--- config.mk ---
export PLATFORM = sky130hd
export DESIGN_NAME = vdh_ram
export DESIGN_NICKNAME = d
export VERILOG_FILES = /design/src/rtl/vdh_ram.sv
export SDC_FILE = /design/constraint.sdc
export NUM_CORES = 1
export LEC_CHECK = 0
export CORE_ASPECT_RATIO = 1.4
export CORE_UTILIZATION = 34
export CTS_CLUSTER_DIAMETER = 50
export DETAILED_ROUTE_END_ITERATION = 6
export DONT_BUFFER_PORTS = 1
export SLEW_MARGIN = 20
export SYNTH_ARGS = -nofsm -noshare
export SYNTH_HDL_FRONTEND = slang
export SYNTH_SLANG_ARGS = --single-unit
--- constraint.sdc ---
create_clock -name clk -period 8.1 [get_ports clk]
set_input_delay 2.025 -clock clk [delete_from_list [all_inputs] [get_ports clk]]
set_output_delay 2.025 -clock clk [all_outputs]
set_load 0.01 [all_outputs]
--- src/rtl/vdh_ram.sv ---
// Generic single write port, single read port RAM with registered read.
// No dependencies.
`default_nettype none

module vdh_ram #(
    parameter int WIDTH = 32,
    parameter int DEPTH = 16
) (
    input  wire logic                     clk,
    input  wire logic                     we,
    input  wire logic [$clog2(DEPTH)-1:0] waddr,
    input  wire logic [WIDTH-1:0]         wdata,
    input  wire logic                     re,
    input  wire logic [$clog2(DEPTH)-1:0] raddr,
    output      logic [WIDTH-1:0]         rdata
);

    logic [WIDTH-1:0] mem [DEPTH];

    always_ff @(posedge clk)
    begin
        if (we)
        begin
            mem[waddr] <= wdata;
        end
        if (re)
        begin
            rdata <= mem[raddr];
        end
    end

endmodule

`default_nettype wire

==> summary.md <==
| Metric | Value |
|---|---|
| Status | finished, final reports clean |
| Cell Rows | 105 |
| Via count | 8574 |
| Final GP Congestion | 0.6692 |
| Total CTS buffers | 50 |
| Met2 usage | 23.86% |
| GRT Overall Usage | 13.86% |
| Avg Inst Size Synth | 24.07 um2 |
| Vias per inst | 5.181 |
| Ratio of cells with drive above 1 in the final layout | 26.49% |
| Share of power burned in registers | 55.4% |
| Crit-path max FO | 20 |
| Hold crit path type | reg2reg |
| Final Setup Violations | 0 |
| MaxCap Viol Count | 0 |
| Netlist cell types | 17 |
| Hold depth | 3 |
| Worst-path clk slew | 60 ps |
| WP depth | 3 |
| N_diodes | 0 |
| CP Data Required Time | 8320 ps |
| Worst R2R Path Depth | 3 |
| Slowest stage delay, CP | 530 ps |
| Grt peak-use layer | met2 |
| Final nets | 909 |
| Sequential fraction of the synthesis area | 80.97% |
| H-tree depth | 2 |
| Mapped Cells | 838 |
| Internal | 4.661 mW |
| Initial antenna violation count | 0 |
| Antenna-violating nets left | 0 |
| Area growth from synthesis to layout | 13.70% |
| Clk pwr share | 41.7% |
| Met3 Use GR | 2.766% |
| Unrepaired setup endpoints after global routing | no |
| Register bit total from synthesis | 544 |
| Worst EP arrival | 3400 ps |
| CTS tree | built |
| Post-synth top area share | 80.97% |
| CP top delay family | simple AND/OR/NAND/NOR gates |
| Most common cell after layout, fill and taps aside | edfxtp_1 |
| CP Capture Type | register |
| Final Max Tran Viols | 0 |
| Number of buffers and inverters on the critical path | 1 |
| Pin count of the biggest net entering global routing | 129 |
| Longest Clk Path Bufs | 3 |
| PostCTS Resize Cnt | 0 |
| Drt wl/cell | 24.82 um |
| Startpoint types | input port |
| Clk sinks | 544 |
| Net Switching | 1.111 mW |
| Commonest cells after routing, fill and taps aside | edfxtp_1 (544), mux4_2 (128), a22oi_1 (64) |
| Setup bufs post-CTS | 0 |
| Die span in y | 290.2 um |
| Pre-antenna DRT Iters | 5 |
| Hpwl dp | 20800 um |
| Worst-margin pin slew | 1011 ps |
| CTS Hold Bufs | 0 |
| Minimum clock period | 3184 ps |
| PD cells | 251.7 mW/mm2 |
| Final Skew | 11.03 ps |
| IO Port Bufs | 0 |
| Dpl cells | 1561 |
| Core area | 0.05859 mm2 |
| Routed WL | 41070 um |
| DRT iter0 DRCs | 792 |
| Critical path class | in2reg |
| Hold Violations, Final | 0 |
| First-pass GRT wire length | 61930 um |
| Worst skew pair latency | 570 ps |
| Post-route insts no fill | 1655 |
| Post-synth design cell area | 0.02017 mm2 |
| Yosys warning count | 0 |
| Final Cycle Share | 39.31% |
| Gate power share | 2.9% |
| Die width | 207.9 um |
| Largest area contributor in the netlist | edfxtp_1 |
| Slew headroom | 32.58% |
| Worst IR Drop VDD | 0.1753 mV |
| Starting density of the core | 34.43% |
| Vias in the first global route | 9277 |
| Crit path cell chain | nand3b_1 -> nor2_4 -> buf_4 |
| Die area | 0.06033 mm2 |
| F_max | 314.1 MHz |
| Sw Ratio | 19.25% |
| Drc violations | 0 |
| Leakage | 7.013 nW |
| Clk Tree Root Cell | clkbuf_16 |
| Met1 usage | 17.49% |
| IO Pins | 75 |
| GRT overflow | 0 |
| CP max-delay cell | nor2_4 |
| Syn Nets | 881 |
| Total negative slack | 0 ps |
| Synth area leaders | edfxtp_1 (81%), mux4_2 (14%), a22oi_1 (2.4%) |
-- state kept, by name, summed over array words and instances (netlist names) --
register and count:
rdata 32, mem 512
-- final cells by class --
type	count	area [um2]
timing repair buffer	19	235.2
clock inverter	34	399.1
fill	5100	35660
tap	749	937.1
multi-input combinational	251	3750
sequential	544	16340
clock buffer	58	1281
-- per-stage QoR --
step	utilization (%)	power [mW]	instance area (um2)	hold slack (ps)	setup slack [ps]
detailed placement	36.20	3.429	21210	729.6	4313
floorplan	-	3.403	20170	710.3	2895
finish	39.15	5.773	22940	737.8	4916
global placement	36.06	3.422	21130	726.1	4134
CTS	39.07	5.833	22890	745.0	4888
global route	39.15	5.946	22940	766.7	4847
-- kinds of logic after synthesis --
| family | share of synthesized area, % |
|---|---|
| flip-flops | 80.97 |
| multiplexers | 14.29 |
| AO/OA/AOI/OAI | 2.382 |
| AND/OR/NAND/NOR | 1.253 |
| buffers and inverters | 1.104 |
-- worst paths after layout --
path / start / endpoint / slack [ps]
worst max register to register: mem[3][7] / rdata[7] / 6560
worst min register to register: mem[12][25] / rdata[25] / 740
worst max-delay path: waddr[2] / mem[9][27] / 4920
worst min-delay path: mem[12][25] / rdata[25] / 740
-- worst min-delay path, stage by stage, from the launching register on --
cell	delay [ps]
edfxtp_1	310
mux4_2	220
a22oi_1	50
nand2_1	50
-- routing by layer --
layer  wire, um  share of wire (%)
met5          0                  0
met4       1029                2.5
met3       2215                5.4
met2      21250                 52
met1      16580                 40
-- cell usage after synthesis (all sizes together) --
master / n
buf: 26
clkbuf: 17
or3b: 1
nand2b: 2
edfxtp: 544
nor2: 13
nand3b: 2
mux4: 128
and2: 1
nor2b: 2
a22oi: 64
nand2: 33
nand3: 1
nor3: 4
-- power by group through the flow --
stage               Clock [mW]  Sequential [mW]  Combinational (mW)
floorplan                    0             3.25               0.151
global placement             0             3.26               0.163
detailed placement           0             3.26               0.167
CTS                       2.46             3.20               0.168
global route              2.56             3.20               0.178
finish                    2.41             3.20               0.166
(Power assumes the default switching activity.)
